**src/sv/wfpd_pkg.sv**
```systemverilog
// Shared types, register indexes and reset values for the wall-follow PD drive.
package wfpd_pkg;

   // Configuration register indexes
   localparam int unsigned CSR_INDEX_W = 3;
   localparam logic [CSR_INDEX_W-1:0] REG_PROP_GAIN       = 3'd0;
   localparam logic [CSR_INDEX_W-1:0] REG_DERIV_GAIN      = 3'd1;
   localparam logic [CSR_INDEX_W-1:0] REG_TARGET_DISTANCE = 3'd2;
   localparam logic [CSR_INDEX_W-1:0] REG_BASE_DUTY       = 3'd3;
   localparam logic [CSR_INDEX_W-1:0] REG_DUTY_MAX        = 3'd4;
   localparam logic [CSR_INDEX_W-1:0] REG_DUTY_MIN        = 3'd5;
   localparam logic [CSR_INDEX_W-1:0] REG_WALL_THRESHOLD  = 3'd6;
   localparam logic [CSR_INDEX_W-1:0] REG_TURN_DUTY       = 3'd7;

   // Register reset values
   localparam logic [7:0] RST_PROP_GAIN       = 8'd64;
   localparam logic [7:0] RST_DERIV_GAIN      = 8'd32;
   localparam logic [7:0] RST_TARGET_DISTANCE = 8'd110;
   localparam logic [7:0] RST_BASE_DUTY       = 8'd90;
   localparam logic [7:0] RST_DUTY_MAX        = 8'd170;
   localparam logic [7:0] RST_DUTY_MIN        = 8'd20;
   localparam logic [7:0] RST_WALL_THRESHOLD  = 8'd65;
   localparam logic [7:0] RST_TURN_DUTY       = 8'd40;

   // Opcodes of an input item
   localparam logic OP_BYTE = 1'b0;
   localparam logic OP_STOP = 1'b1;

   localparam logic [7:0] SYNC_BYTE   = 8'h00;
   localparam logic [8:0] TURN_MARGIN = 9'd10;

   localparam int unsigned ERR_W = 11;

   typedef enum logic [1:0] {
      PH_SYNC  = 2'd0,
      PH_FRONT = 2'd1,
      PH_REAR  = 2'd2
   } phase_type;

   typedef struct packed {
      logic [7:0] prop_gain;
      logic [7:0] deriv_gain;
      logic [7:0] target_distance;
      logic [7:0] base_duty;
      logic [7:0] duty_max;
      logic [7:0] duty_min;
      logic [7:0] wall_threshold;
      logic [7:0] turn_duty;
   } cfg_type;

endpackage

```
**src/sv/wfpd_side.sv**
```systemverilog
// PD correction, base offset and duty clamp for one motor side.
module wfpd_side (
   input  logic signed [wfpd_pkg::ERR_W-1:0] err,
   input  logic signed [wfpd_pkg::ERR_W-1:0] err_prev,
   input  wfpd_pkg::cfg_type                 cfg,
   output logic        [7:0]                 duty
);
   import wfpd_pkg::*;

   logic signed [ERR_W:0]   diff;
   logic signed [8:0]       kp;
   logic signed [8:0]       kd;
   logic signed [19:0]      p_prod;
   logic signed [20:0]      d_prod;
   logic signed [14:0]      p_term;
   logic signed [14:0]      d_term;
   logic signed [16:0]      u_sum;
   logic signed [16:0]      lim_hi;
   logic signed [16:0]      lim_lo;

   assign kp   = $signed({1'b0, cfg.prop_gain});
   assign kd   = $signed({1'b0, cfg.deriv_gain});
   assign diff = {err[ERR_W-1], err} - {err_prev[ERR_W-1], err_prev};

   assign p_prod = err * kp;
   assign d_prod = diff * kd;

   // Gain 2*kp/64 collapses to a floor shift by 5; derivative shifts by 6
   assign p_term = p_prod[19:5];
   assign d_term = d_prod[20:6];

   assign u_sum = {{2{p_term[14]}}, p_term} + {{2{d_term[14]}}, d_term}
                + $signed({9'd0, cfg.base_duty});

   assign lim_hi = $signed({9'd0, cfg.duty_max});
   assign lim_lo = $signed({9'd0, cfg.duty_min});

   // Upper limit wins when the limits cross
   always_comb begin
      if (u_sum > lim_hi) begin
         duty = cfg.duty_max;
      end else if (u_sum < lim_lo) begin
         duty = cfg.duty_min;
      end else begin
         duty = u_sum[7:0];
      end
   end

endmodule

```
**src/sv/wall_follow_pd_drive.sv**
```systemverilog
// Top level of the wall-follow PD drive: framing, history, registers and result stage.
//
//   channel  ports                                 direction  transfer when
//   req      req_valid req_stall req_opcode         in         req_valid & !req_stall
//            req_rx_byte
//   rsp      rsp_valid rsp_stall rsp_left_duty      out        rsp_valid & !rsp_stall
//            rsp_right_duty rsp_left_forward
//            rsp_right_forward rsp_wall_seen
//   csr      csr_we csr_index csr_wdata             in         csr_we
//
// One item per cycle while no held result stalls the input. An item is registered
// in the input register; the framing and PD datapath between that register and
// the result register are combinational, so a result is loaded into the result
// register when its item leaves the input register and can transfer out from there.
// Synchronous active-high reset loads the register defaults, sync hunting and
// zero history. A held result only stalls the input when the waiting item would
// itself give a result; sync and front bytes keep flowing.
module wall_follow_pd_drive (
   input  logic                               clock,
   input  logic                               reset,
   input  logic                               req_valid,
   output logic                               req_stall,
   input  logic                               req_opcode,
   input  logic [7:0]                         req_rx_byte,
   output logic                               rsp_valid,
   input  logic                               rsp_stall,
   output logic [7:0]                         rsp_left_duty,
   output logic [7:0]                         rsp_right_duty,
   output logic                               rsp_left_forward,
   output logic                               rsp_right_forward,
   output logic                               rsp_wall_seen,
   input  logic                               csr_we,
   input  logic [wfpd_pkg::CSR_INDEX_W-1:0]   csr_index,
   input  logic [7:0]                         csr_wdata
);
   import wfpd_pkg::*;

   // Configuration registers
   cfg_type cfg_ff;

   // Input register
   logic       in_valid_ff, in_valid_in;
   logic       in_op_ff;
   logic [7:0] in_byte_ff;

   // Frame and history state
   phase_type               phase_ff, phase_in;
   logic [7:0]              front_ff, front_in;
   logic signed [ERR_W-1:0] lprev_ff, lprev_in;
   logic signed [ERR_W-1:0] rprev_ff, rprev_in;

   // Result register
   logic       rsp_valid_ff, rsp_valid_in;
   logic [7:0] rsp_left_ff, rsp_right_ff;
   logic       rsp_lfwd_ff, rsp_rfwd_ff, rsp_wall_ff;

   // Datapath
   logic signed [ERR_W-1:0] e_front, e_rear, e_left, e_right;
   logic [7:0]              pl_duty, pr_duty;
   logic [7:0]              res_left, res_right;
   logic                    res_fwd, res_wall;
   logic                    produce;
   logic                    out_free;
   logic                    in_move;
   logic                    req_take;
   logic                    no_wall;
   logic                    turn;

   // ---------------------------------------------------------------
   // Configuration writes
   // ---------------------------------------------------------------
   always_ff @(posedge clock) begin
      if (reset) begin
         cfg_ff.prop_gain       <= RST_PROP_GAIN;
         cfg_ff.deriv_gain      <= RST_DERIV_GAIN;
         cfg_ff.target_distance <= RST_TARGET_DISTANCE;
         cfg_ff.base_duty       <= RST_BASE_DUTY;
         cfg_ff.duty_max        <= RST_DUTY_MAX;
         cfg_ff.duty_min        <= RST_DUTY_MIN;
         cfg_ff.wall_threshold  <= RST_WALL_THRESHOLD;
         cfg_ff.turn_duty       <= RST_TURN_DUTY;
      end else if (csr_we) begin
         case (csr_index)
            REG_PROP_GAIN:       cfg_ff.prop_gain       <= csr_wdata;
            REG_DERIV_GAIN:      cfg_ff.deriv_gain      <= csr_wdata;
            REG_TARGET_DISTANCE: cfg_ff.target_distance <= csr_wdata;
            REG_BASE_DUTY:       cfg_ff.base_duty       <= csr_wdata;
            REG_DUTY_MAX:        cfg_ff.duty_max        <= csr_wdata;
            REG_DUTY_MIN:        cfg_ff.duty_min        <= csr_wdata;
            REG_WALL_THRESHOLD:  cfg_ff.wall_threshold  <= csr_wdata;
            REG_TURN_DUTY:       cfg_ff.turn_duty       <= csr_wdata;
            default: ;
         endcase
      end
   end

   // ---------------------------------------------------------------
   // Handshake: the input register drains when the result register can
   // take its result, or when it gives no result at all.
   // ---------------------------------------------------------------
   assign out_free  = !rsp_valid_ff || !rsp_stall;
   assign in_move   = in_valid_ff && (out_free || !produce);
   assign req_stall = in_valid_ff && !in_move;
   assign req_take  = req_valid && !req_stall;

   always_comb begin
      if (req_take) begin
         in_valid_in = 1'b1;
      end else if (in_move) begin
         in_valid_in = 1'b0;
      end else begin
         in_valid_in = in_valid_ff;
      end
   end

   always_ff @(posedge clock) begin
      if (reset) begin
         in_valid_ff <= 1'b0;
      end else begin
         in_valid_ff <= in_valid_in;
      end
   end

   always_ff @(posedge clock) begin
      if (req_take) begin
         in_op_ff   <= req_opcode;
         in_byte_ff <= req_rx_byte;
      end
   end

   // ---------------------------------------------------------------
   // Wall errors: invert readings (255 - x is ~x), subtract target
   // ---------------------------------------------------------------
   assign e_front = $signed({3'b000, ~front_ff}) - $signed({3'b000, cfg_ff.target_distance});
   assign e_rear  = $signed({3'b000, ~in_byte_ff})
                  - $signed({3'b000, cfg_ff.target_distance});
   assign e_left  = (e_front <<< 1) - e_rear;
   assign e_right = -e_left;

   wfpd_side u_left_side (
      .err      (e_left),
      .err_prev (lprev_ff),
      .cfg      (cfg_ff),
      .duty     (pl_duty)
   );

   wfpd_side u_right_side (
      .err      (e_right),
      .err_prev (rprev_ff),
      .cfg      (cfg_ff),
      .duty     (pr_duty)
   );

   assign no_wall = (front_ff < cfg_ff.wall_threshold) || (in_byte_ff < cfg_ff.wall_threshold);

   // Both sides running hot: force the turn
   assign turn = ({1'b0, pl_duty} > ({1'b0, cfg_ff.base_duty} + TURN_MARGIN))
              && ({1'b0, pr_duty} > ({1'b0, cfg_ff.base_duty} + TURN_MARGIN));

   // ---------------------------------------------------------------
   // Framing sequencer: next state and the result of the held item
   // ---------------------------------------------------------------
   always_comb begin
      phase_in  = phase_ff;
      front_in  = front_ff;
      lprev_in  = lprev_ff;
      rprev_in  = rprev_ff;
      produce   = 1'b0;
      res_left  = '0;
      res_right = '0;
      res_fwd   = 1'b0;
      res_wall  = 1'b0;
      if (in_op_ff == OP_STOP) begin
         // Stop: zero result, drop history and sync
         produce  = 1'b1;
         phase_in = PH_SYNC;
         lprev_in = '0;
         rprev_in = '0;
      end else begin
         case (phase_ff)
            PH_FRONT: begin
               front_in = in_byte_ff;
               phase_in = PH_REAR;
            end
            PH_REAR: begin
               phase_in = PH_SYNC;
               produce  = 1'b1;
               res_fwd  = 1'b1;
               if (no_wall) begin
                  // Straight ahead, history untouched
                  res_left  = cfg_ff.base_duty;
                  res_right = cfg_ff.base_duty;
               end else begin
                  res_wall = 1'b1;
                  lprev_in = e_left;
                  rprev_in = e_right;
                  if (turn) begin
                     res_left  = cfg_ff.turn_duty;
                     res_right = cfg_ff.base_duty;
                  end else begin
                     res_left  = pl_duty;
                     res_right = pr_duty;
                  end
               end
            end
            default: begin
               // Hunt for the sync byte
               phase_in = (in_byte_ff == SYNC_BYTE) ? PH_FRONT : PH_SYNC;
            end
         endcase
      end
   end

   always_ff @(posedge clock) begin
      if (reset) begin
         phase_ff <= PH_SYNC;
         lprev_ff <= '0;
         rprev_ff <= '0;
      end else if (in_move) begin
         phase_ff <= phase_in;
         lprev_ff <= lprev_in;
         rprev_ff <= rprev_in;
      end
   end

   // Front reading needs no reset: it is always written before the rear byte
   always_ff @(posedge clock) begin
      if (in_move) begin
         front_ff <= front_in;
      end
   end

   // ---------------------------------------------------------------
   // Result register: load on a producing move, hold while stalled
   // ---------------------------------------------------------------
   always_comb begin
      if (in_move && produce) begin
         rsp_valid_in = 1'b1;
      end else if (rsp_valid_ff && rsp_stall) begin
         rsp_valid_in = 1'b1;
      end else begin
         rsp_valid_in = 1'b0;
      end
   end

   always_ff @(posedge clock) begin
      if (reset) begin
         rsp_valid_ff <= 1'b0;
      end else begin
         rsp_valid_ff <= rsp_valid_in;
      end
   end

   always_ff @(posedge clock) begin
      if (in_move && produce) begin
         rsp_left_ff  <= res_left;
         rsp_right_ff <= res_right;
         rsp_lfwd_ff  <= res_fwd;
         rsp_rfwd_ff  <= res_fwd;
         rsp_wall_ff  <= res_wall;
      end
   end

   assign rsp_valid         = rsp_valid_ff;
   assign rsp_left_duty     = rsp_left_ff;
   assign rsp_right_duty    = rsp_right_ff;
   assign rsp_left_forward  = rsp_lfwd_ff;
   assign rsp_right_forward = rsp_rfwd_ff;
   assign rsp_wall_seen     = rsp_wall_ff;

   // ---------------------------------------------------------------
   // Assertions
   // ---------------------------------------------------------------
   a_stop_result: assert property (@(posedge clock) disable iff (reset)
      (in_move && in_op_ff == OP_STOP) |=>
         (rsp_valid_ff && rsp_left_ff == 8'd0 && rsp_right_ff == 8'd0 && !rsp_wall_ff))
      else $error("stop item did not give a zero result");

   a_stop_clears: assert property (@(posedge clock) disable iff (reset)
      (in_move && in_op_ff == OP_STOP) |=>
         (phase_ff == PH_SYNC && lprev_ff == '0 && rprev_ff == '0))
      else $error("stop item did not clear sync and history");

   a_mirror_hist: assert property (@(posedge clock) disable iff (reset)
      rprev_ff == -lprev_ff)
      else $error("side histories lost their mirror relation");

   a_wall_fwd: assert property (@(posedge clock) disable iff (reset)
      (rsp_valid_ff && rsp_wall_ff) |-> (rsp_lfwd_ff && rsp_rfwd_ff))
      else $error("PD result without forward drive");

   a_stall_held: assert property (@(posedge clock) disable iff (reset)
      req_stall |-> (in_valid_ff && produce && rsp_valid_ff && rsp_stall))
      else $error("input stalled without a held result in the way");

endmodule

```
**config.mk**
```make
export PLATFORM = sky130hd
export DESIGN_NAME = wall_follow_pd_drive
export DESIGN_NICKNAME = d
export VERILOG_FILES = /design/src/sv/wfpd_pkg.sv /design/src/sv/wfpd_side.sv /design/src/sv/wall_follow_pd_drive.sv
export SDC_FILE = /design/constraint.sdc
export NUM_CORES = 1
export LEC_CHECK = 0
export ABC_AREA = 1
export BUFFER_PORTS_ARGS = -buffer_cell sky130_fd_sc_hd__buf_4
export CAP_MARGIN = 30
export CELL_PAD_IN_SITES_DETAIL_PLACEMENT = 0
export CELL_PAD_IN_SITES_GLOBAL_PLACEMENT = 1
export CORE_UTILIZATION = 45
export DETAILED_ROUTE_END_ITERATION = 10
export HOLD_SLACK_MARGIN = 0.06
export PLACE_DENSITY_LB_ADDON = 0.1
export SLEW_MARGIN = 20
export SYNTH_ARGS = -nofsm -noshare
export SYNTH_HDL_FRONTEND = slang
export SYNTH_SLANG_ARGS = --single-unit
export TNS_END_PERCENT = 100
```
**constraint.sdc**
```tcl
create_clock -name clock -period 11.46 [get_ports clock]
set_input_delay 0.573 -clock clock [delete_from_list [all_inputs] [get_ports clock]]
set_output_delay 0.573 -clock clock [all_outputs]
set_load 0.02 [all_outputs]
```
Word-level counts from Yosys, hierarchy flattened
Index checks and enable logic that the tools add are counted.
{"block": "totals", "regBits": 125, "word_cells": 110, "input_bits": 25, "out_inout_bits": 21}
{"block": "classes", "magnitude_cmp": 8, "n_bitwise": 4, "n_eq_ne": 10, "n_mux": 24, "addsub": 11, "multipliers": 4, "n_reduce_logical": 29}
{"operator": "11-bit two-way mux", "n": 6}
{"operator": "8-bit two-way mux", "n": 8}
{"operator": "12-bit by 9-bit multiplier with 21-bit output", "n": 2}
{"operator": "11-bit by 9-bit multiplier with 20-bit output", "n": 2}
{"operator": "17-bit by 8-bit adder with 17-bit output", "n": 2}
{"operator": "17-bit by 9-bit > comparator with 1-bit output", "n": 2}
{"operator": "17-bit by 9-bit < comparator with 1-bit output", "n": 2}
{"operator": "15-bit by 15-bit adder with 16-bit output", "n": 2}
{"operator": "11-bit by 11-bit subtractor with 12-bit output", "n": 2}
{"operator": "8-bit by 9-bit > comparator with 1-bit output", "n": 2}
{"operator": "8-bit by 8-bit subtractor with 9-bit output", "n": 2}
{"operator": "8-bit < comparator", "n": 2}
{"operator": "8-bit inverter", "n": 2}
{"operator": "2-bit AND reduction", "n": 8}
{"operator": "3-bit equality test, second input constant", "n": 4}
{"operator": "11-bit negator", "n": 1}
{"operator": "10-bit by 9-bit subtractor with 11-bit output", "n": 1}
{"operator": "8-bit by 4-bit adder with 9-bit output, second input constant", "n": 1}
{"operator": "8-bit logical NOT", "n": 1}
{"operator": "1-bit two-way mux", "n": 8}
{"operator": "3-bit by 2-bit equality test with 1-bit output, second input constant", "n": 2}
{"operator": "1-bit logical AND", "n": 6}
{"operator": "3-bit AND reduction", "n": 2}
{"operator": "1-bit logical NOT", "n": 5}
{"operator": "11 further kinds", "n": 15}

Logic depth before layout (Yosys ltp)
Gate-level depths: netlist of run 1.
{"block": "logic_depth", "ltp_word": 15, "depth_mapped": 80, "depth_no_buf": 80}

Modules after synthesis
From an unflattened synthesis of run 1, not the netlist that was laid out.
{"block": "unflattened", "hier_cells": 3712, "area_unflattened_um2": 26311.5}
{"module": "wfpd_side (u_right_side)", "n_inst": 1, "seq_area_each_um2": 0.0, "area_per_inst_um2": 9561.7, "cells_per_inst": 1382}
{"module": "wfpd_side (u_left_side)", "n_inst": 1, "seq_area_each_um2": 0.0, "area_per_inst_um2": 9551.7, "cells_per_inst": 1381}
{"module": "wall_follow_pd_drive", "n_inst": 1, "seq_area_each_um2": 2832.7, "area_per_inst_um2": 7198.2, "cells_per_inst": 949}

Worst setup path after synthesis of run 1
OpenSTA, ideal clock, no wires.
{"block": "synth_timing", "kind": "register to register", "start": "reg in_byte_ff[0]", "end": "reg rsp_right_ff[7] (netlist: rsp_right_duty[7]) (data pin)", "setup_ns": 0.267, "period_less_slack_ns": 12.590, "path_slack_ns": -1.130, "stages_incl_launch_ff": 73, "required_time_ns": 11.193, "n_path_buf": 2, "t_arrival_ns": 12.323, "cell_sequence": "edfxtp_1 > ha_1 > clkbuf_1 > inv_1 > fa_1 > xnor2_1 > inv_1 > or2_2 > nand2_1 > inv_1 > ha_1 > nand3_1 > and2_1 > or2_1 > nand2_1 > a21oi_1 > or2_1 > nand2_1 > (+37 left out) > nand2_1 > nor2_4 > nand4_2 > nand3_4 > nand3_2 > nand2_1 > inv_1 > ha_1 > nand2_1 > o21ai_0 > a221oi_1 > o21ai_0 > a21oi_1 > nor4_2 > nor2_1 > clkbuf_1 > o21ai_0 > a21oi_2"}
{"block": "synth_via", "elab_chain_len": 15, "word_cells_on_any_way": 29, "cone_classes": "9 x add/sub; 4 x mul; 7 x order compare; 6 x mux; 1 x bitwise; 2 x reduce/logical"}
{"element": "start: declaration", "line_no": "wall_follow_pd_drive.sv:44", "rtl": "logic [7:0] in_byte_ff;"}
{"element": "start signal: assignment", "line_no": "wall_follow_pd_drive.sv:127", "rtl": "in_byte_ff <= req_rx_byte;"}
{"element": "8-bit inverter", "line_no": "wall_follow_pd_drive.sv:135", "rtl": "assign e_rear = $signed({3'b000, ~in_byte_ff})"}
{"element": "8-bit by 8-bit subtractor with 9-bit output", "line_no": "wall_follow_pd_drive.sv:136", "rtl": "- $signed({3'b000, cfg_ff.target_distance});"}
{"element": "10-bit by 9-bit subtractor with 11-bit output", "line_no": "wall_follow_pd_drive.sv:137", "rtl": "assign e_left = (e_front <<< 1) - e_rear;"}
{"element": "11-bit negator", "line_no": "wall_follow_pd_drive.sv:138", "rtl": "assign e_right = -e_left;"}
{"element": "11-bit by 11-bit subtractor with 12-bit output", "line_no": "wfpd_side.sv:23", "rtl": "assign diff = {err[ERR_W-1], err} - {err_prev[ERR_W-1], err_prev};"}
{"element": "12-bit by 9-bit multiplier with 21-bit output", "line_no": "wfpd_side.sv:26", "rtl": "assign d_prod = diff * kd;"}
{"element": "15-bit by 15-bit adder with 16-bit output", "line_no": "wfpd_side.sv:32", "rtl": "assign u_sum = {{2{p_term[14]}}, p_term} + {{2{d_term[14]}}, d_term}"}
{"element": "17-bit by 8-bit adder with 17-bit output", "line_no": "wfpd_side.sv:33", "rtl": "+ $signed({9'd0, cfg.base_duty});"}
{"element": "17-bit by 9-bit < comparator with 1-bit output", "line_no": "wfpd_side.sv:42", "rtl": "end else if (u_sum < lim_lo) begin"}
{"element": "8-bit two-way mux", "line_no": "wfpd_side.sv:42"}
{"element": "8-bit two-way mux", "line_no": "wfpd_side.sv:40", "rtl": "if (u_sum > lim_hi) begin"}
{"element": "8-bit by 9-bit > comparator with 1-bit output", "line_no": "wall_follow_pd_drive.sv:158", "rtl": "&& ({1'b0, pr_duty} > ({1'b0, cfg_ff.base_duty} + TURN_MARGIN));"}
{"element": "1-bit logical AND", "line_no": "wall_follow_pd_drive.sv:158"}
{"element": "8-bit two-way mux", "line_no": "wall_follow_pd_drive.sv:197", "rtl": "if (turn) begin"}
{"element": "8-bit two-way mux (*)", "line_no": "wall_follow_pd_drive.sv:189", "rtl": "if (no_wall) begin"}
{"element": "end signal: assignment", "line_no": "wall_follow_pd_drive.sv:257", "rtl": "rsp_right_ff <= res_right;"}
{"element": "end: declaration", "line_no": "wall_follow_pd_drive.sv:54", "rtl": "logic [7:0] rsp_left_ff, rsp_right_ff;"}
Every way passes the cells marked *; elsewhere a longest branch is shown, timed or not.
A chain may end at the register's enable or synchronous reset.

Final worst setup path of run 1
{"block": "layout_timing", "start": "reg in_byte_ff[0]", "end": "reg rsp_right_ff[1] (netlist: rsp_right_duty[1]) (data pin)"}
The elaborated chain is that of the path after synthesis.

==> run metrics, run 1 <==
post-route DRC violation count=0; post-synthesis sequential area ratio=0.116; layout cells sized above 1=0.285; CTS tree=built; GRT Overall Usage=0.277; Max Slew Vio Count=0; drt wl/cell=17.0 um; min Tclk post-route=11.76 ns; H-Tree Level Count=4; # nets final=about 4400; ys flop type=dfxtp_1; Post-Route WL=75600 um; worst-margin pin slew=~0.93 ns; top cells by area, synth=fa_1, ha_1, inv_1, nand2_1, dfxtp_1; share of the synthesized area in the top cell type=0.252; Clock Latency Late Sink=0.48 ns; vias per cell=5.06; clock transition at the registers of the reported paths=0.06 ns; fin crit share=1.03; Layout Skew=0.0132 ns; RSZ-0062 raised after global routing=true; number of max-cap violations=0; core area=53100 um^2; CP Launch Type=flop; Crit Path Max Fanout=6; top cell type by total area after synthesis=fa_1; Overflow after GRT=0; Max Clk Rate=85.0 MHz; failing checks=setup timing; Final setup viols=16; critical path class=reg2reg; clk buf depth=2; Placed Area=28800 um^2; Iter 0 DRT Violations=~1200; design area=32000 um^2; Fillers=around 4800; run status=finished, violations left; Avg Inst Size Synth=about 7.5 um^2; die height=between 200 and 250 um; area delta synth->final=31.0%; post-route setup slack=-0.303 ns; Die Width=235 um; WP data required=between 10 and 15 ns; asr flop ratio synth=0; first-pass GRT wire length=119000 um; Post-synth EDFFs=35; final hold slack=0.269 ns; R2R Path End=rsp_right_duty[1]; library cells used by synthesis=61; Worst Hold Endpoint=in_byte_ff[5]; DRT antenna net count=0; io pins=46; Critical Path End Type=flop; Syn. warnings=0; FF+latch count, synth=124; Initial Util=0.460; GPL Wtd Cong=0.919; most used cell along the critical path=buf_4; RR Startpoint=in_byte_ff[0]; via count=22500; die area=55200 um^2; root buffer cell=clkbuf_16; commonest cells after routing, fill and taps aside=inv_1, buf_4, nand2_1; Mapped Area=24400 um^2; antenna cell count=0; Seq. cell area=2830 um^2; Port Buffers=45; commonest non-fill, non-tap cell in the layout=inv_1; Worst Hold Launch=req_rx_byte[5]; crit path DAT=between 10 and 15 ns; Initial DRT Pass Iterations=6; initial antenna violation count=1; # clock sinks=124; Row Count=84; vias in the first global route=23100; final hold vios=0; Slew Limit Headroom=0.380; footprint of the multi-input gates=20400 um^2; Hold WC Path Type=in2reg; number of buffers created by CTS=17; dpl hpwl=roughly 61000 um; synthesized instance count=3235; Synth Net Count=3872; reg-to-reg setup timing slack=-0.30 ns; Slowest cell on crit path=fa_2; hold_buf cts=0; worst hold path depth=1; largest stage delay on the critical path=approximately 0.6 ns; largest net degree at the start of global routing=41; worst r2r path cells=67
how the worst max path moves through the flow:
stage	slack, ns	end	from
floorplan	0.006	rsp_right_duty[6]	in_byte_ff[0]
global placement	-0.56	rsp_left_duty[7]	in_byte_ff[0]
detailed placement	-0.68	rsp_left_duty[7]	in_byte_ff[2]
CTS	-0.21	rsp_right_duty[0]	in_byte_ff[0]
global route	-0.79	rsp_right_duty[3]	in_byte_ff[0]
finish	-0.30	rsp_right_duty[1]	in_byte_ff[0]
flip-flops by register name, indices dropped and copies added (netlist names):
register and count:
cfg_ff 64, front_ff 8, in_byte_ff 8, in_op_ff 1, in_valid_ff 1, lprev_ff 11
phase_ff 2, rprev_ff 10, rsp_left_duty 8, rsp_right_duty 8, rsp_right_forward 1, rsp_valid 1
rsp_wall_seen 1
metrics by stage:
stage	worst slack, ns	instances	setup TNS (ns)	util
floorplan	0.00554	3235	0	-
global placement	-0.555	4343	-8.32	0.543
detailed placement	-0.681	4344	-10.34	0.543
CTS	-0.206	4432	-2.56	0.578
global route	-0.790	4454	-12.17	0.602
finish	-0.303	4454	-4.21	0.602
synthesized netlist by cell type (4+ instances only):
cell,n
inv_1,754
xor2_2,4
nand3b_1,4
nor3_1,17
dfxtp_1,89
xor2_1,72
o21ai_0,86
nand3_2,24
nor2_4,4
or2_2,18
xnor2_1,49
clkinv_1,8
a21o_1,9
a21oi_2,6
inv_2,9
nand3_1,118
nand2_2,26
nand4_1,29
a211oi_1,8
and2_1,6
nor2_2,6
o211ai_1,27
fa_1,307
edfxtp_1,35
clkbuf_1,50
ha_1,305
o21bai_1,16
a21oi_1,218
buf_2,5
nand2_1,594
nor2_1,278
cell families (layout without fill, tap and decap cells):
logic type	count (synthesis)	in the layout	synth area share
and+or+nand+nor	1146	1146	0.208
DFF	124	124	0.116
buffers and inverters	829	1360	0.128
xor gates and xnor gates	126	126	0.0472
adders and majority gates	612	612	0.408
AOI/OAI and AO/OA	398	398	0.0928
metal layers:
layer | up-vias | part of all wire | global-route usage
li1 | 11000 | - | -
met1 | 10900 | 0.43 | 0.343
met2 | 463 | 0.50 | 0.490
met3 | 123 | 0.042 | 0.0350
met4 | 0 | 0.034 | 0.104
met5 | - | 0 | 0
worst max-delay path, delay by kind of cell (launching register included):
kind | cells | cell delay [ns]
xor+xnor | 2 | 0.31
fa+ha+maj | 11 | 4.34
buf+inv | 13 | 1.56
compound gates | 16 | 1.94
flops | 1 | 0.41
simple gates | 25 | 2.96
layout make-up:
cell class,instances,share of cell area
multi-input combinational,2282,0.638
inverter,771,0.0915
timing repair buffer,557,0.136
tap,688,0.0269
clock buffer,19,0.0135
sequential,124,0.0886
clock inverter,13,0.00516
repair_timing:
| action | in CTS | in global routing |
|---|---|---|
| gates cloned | 1 | 1 |
| pin swaps | 94 | 163 |
| resized for setup | 190 | 253 |
| endpoints found under the setup margin | 16 | 16 |
| setup buffers | 55 | 22 |
Power of run 1 is left out: the tool's default activity adds up to more than one toggle a clock period on the data nets, which glitch-free logic cannot reach.
==> run 2, diff against run 1 <==
ABC_AREA = default   (was 1)
==> run 2 against run 1 <==
Net effect:
- the run still ends with setup timing left
- critical path depth fell by 8
- fmax fell by 9.8%
- clock skew fell by 0.0046 ns
- sequential share of layout area rose by 0.54 points
- cell area fell by 5.7%
- die area fell by 1.9%
- hold slack improved by 0.021 ns
- synthesized cell count fell by 13%
- register-to-register slack got worse by 1.3 ns
- critical endpoint is now rsp_right_duty[0]
==> run metrics, run 2 <==
Fillers=4835 (+0.81%); most used cell along the critical path=o21a_1; Worst Hold Launch=req_rx_byte[5]; worst r2r path cells=59 (-12%); fin crit share=1.14 (+0.111); met3 Resource Use GR=0.0279 (-0.00707); die height=233 um (-0.93%); Critical Path End Type=flop; Post-synth EDFFs=35 (unchanged); Port Buffers=45 (unchanged); met1 Use GR=0.359 (+0.0163); share of the synthesized area in the top cell type=0.257 (+0.00481); ys flop type=dfxtp_1; Max Slew Vio Count=0 (unchanged); area delta synth->final=25.9%; RR Startpoint=in_byte_ff[0]; asr flop ratio synth=0 (unchanged); Hold WC Path Type=in2reg; library cells used by synthesis=88 (+44%); vias in the first global route=21500 (-7.1%); crit path DAT=13.22 ns (+1.24 ns); FF+latch count, synth=124 (unchanged); synthesized instance count=2829 (-13%); design area=30100 um^2 (-5.7%); critical path class=reg2reg; Die Width=233 um (-0.93%); run status=finished, violations left; clock transition at the registers of the reported paths=0.06 ns (about the same); first-pass GRT wire length=114000 um (-4.8%); Final setup viols=16 (unchanged); Largest register FFs=64 (unchanged); CTS tree=built; Max Clk Rate=76.7 MHz (-9.8%); Slowest cell on crit path=or4_4; number of max-cap violations=0 (unchanged); busiest grt layer=met2; Mapped Area=23900 um^2 (-1.9%); drt wl/cell=17.7 um (+4.2%); Iter 0 DRT Violations=1052 (-11%); commonest non-fill, non-tap cell in the layout=buf_4; reg-to-reg setup timing slack=-1.58 ns (-1.27 ns); Avg Inst Size Synth=8.47 um^2 (+12%); clk buf depth=2 (unchanged); core area=52600 um^2 (-0.99%); H-Tree Level Count=4 (unchanged); Initial Util=0.456 (-0.00412); RSZ-0062 raised after global routing=true; io pins=46 (unchanged); Clock Latency Late Sink=0.46 ns (-0.02 ns); met2 GRT Util=0.470 (-0.0193); Worst Hold Endpoint=in_byte_ff[5]; WP data required=11.65 ns (-0.03 ns); Post-Route WL=71200 um (-5.8%); CP Launch Type=flop; post-route DRC violation count=0 (unchanged); Crit Path Max Fanout=9 (+3); final hold vios=0 (unchanged); GPL Wtd Cong=0.909 (-1.1%); # clock sinks=124 (unchanged); commonest cells after routing, fill and taps aside=buf_4, inv_1, fa_1; # nets final=3961 (-9.8%); layout cells sized above 1=0.221 (-0.0635); antenna cell count=0 (unchanged); vias per cell=5.18 (+2.3%); largest net degree at the start of global routing=61 (+49%); largest stage delay on the critical path=0.58 ns (-0.02 ns); min Tclk post-route=13.04 ns (+1.27 ns); die area=54100 um^2 (-1.9%); top cells by area, synth=fa_1, ha_1, inv_1, dfxtp_1, and2_1; top cell type by total area after synthesis=fa_1; Placed Area=28800 um^2 (-0.23%); Layout Skew=0.00862 ns (-0.00460 ns); post-synthesis sequential area ratio=0.118 (+0.00222); Seq. cell area=2830 um^2 (about the same); Reg with most FFs=cfg_ff; footprint of the multi-input gates=19600 um^2 (-3.9%); final hold slack=0.290 ns (+0.0208 ns); Initial DRT Pass Iterations=5 (-1); initial antenna violation count=1 (unchanged); Row Count=84 (unchanged); hold_buf cts=0 (unchanged); failing checks=setup timing; Synth top cells by count=inv_1, fa_1, ha_1; number of buffers created by CTS=17 (unchanged); dpl hpwl=58700 um (-4.3%); Syn. warnings=0 (unchanged); biggest regs=cfg_ff (64), lprev_ff (11), rprev_ff (10); worst-margin pin slew=0.976 ns (+0.0466 ns); via count=20800 (-7.5%); Slew Limit Headroom=0.349 (-0.0313); R2R Path End=rsp_right_duty[0]; Place WS=-1.99 ns (-1.31 ns); post-route setup slack=-1.58 ns (-1.27 ns); DRT antenna net count=0 (unchanged); GRT Overall Usage=0.272 (-0.00521); Synth Net Count=3466 (-10%); worst hold path depth=1 (unchanged); root buffer cell=clkbuf_16; Overflow after GRT=0 (unchanged); setup TNS=-24.05 ns (-19.84 ns); most common cell in the netlist=inv_1
## run 2: cell count changes after synthesis, sizes merged, moves of 60 or more
cell	previous run	this run
nor2	289	171
nand2	623	282
a21oi	224	164
nand3	145	16
inv	763	518
and2	6	185
## run 2: worst max-delay path by stage
stage / from / to / slack (ns) / depth (start not counted)
2_1_floorplan: in_byte_ff[0] / rsp_left_duty[3] / -1.20 / 59
4_1_cts: in_byte_ff[0] / rsp_right_duty[0] / -1.53 / 56
3_5_place_dp: in_byte_ff[0] / rsp_right_duty[0] / -1.99 / 64
5_1_grt: cfg_ff[40] / rsp_right_duty[0] / -2.21 / 63
3_3_place_gp: in_byte_ff[0] / rsp_left_duty[3] / -1.72 / 65
6_report: in_byte_ff[0] / rsp_right_duty[0] / -1.58 / 59
## run 2: what timing repair did
item                       4_1_cts  5_1_grt
pin swaps                       33       15
gates resized for setup         59       44
buffers inserted                26        9
setup endpoints to repair       16       16
## run 2: area by class of cell
| cell class | count | share of cell area |
|---|---|---|
| clock buffers | 18 | 0.0142 |
| flip-flops and latches | 124 | 0.0940 |
| inverters | 519 | 0.0646 |
| multi-input cells | 2098 | 0.651 |
| well taps | 688 | 0.0286 |
| repair buffers | 564 | 0.142 |
| clock inverters | 14 | 0.00556 |
## run 2: critical path, delay by kind of cell (launching register included)
| family | cells | cell delay [ns] |
|---|---|---|
| compound gates | 20 | 3.17 |
| mux | 2 | 0.46 |
| simple gates | 11 | 2.28 |
| flops | 1 | 0.35 |
| fa+ha+maj | 13 | 4.75 |
| xor+xnor | 6 | 0.95 |
| buf+inv | 7 | 0.76 |
## run 2: cells by family (layout without fill, tap and decap cells)
kind of cell    after synthesis  after routing  share of synthesized area
compound gates              462            462                      0.127
xor+xnor                    143            143                     0.0523
fa+ha+maj                   612            612                      0.416
buf+inv                     607           1115                     0.0959
flops                       124            124                      0.118
mux                          34             34                     0.0144
simple gates                847            847                      0.176
## run 2: metal layers
| layer | up-vias | routed length, um |
|---|---|---|
| li1 | 10100 | - |
| met1 | 10300 | 31900 |
| met2 | 398 | 35000 |
| met3 | 92 | 2610 |
| met4 | 2 | 1650 |
| met5 | - | 13 |
## run 2: through the flow
| stage | std cells | utilization |
|---|---|---|
| 6_report | 4025 | 0.574 |
| 5_1_grt | 4025 | 0.574 |
| 4_1_cts | 4013 | 0.568 |
| 3_5_place_dp | 3955 | 0.547 |
| 3_3_place_gp | 3951 | 0.547 |
| 2_1_floorplan | 2829 | - |
Power of run 2 is left out for the same reason.
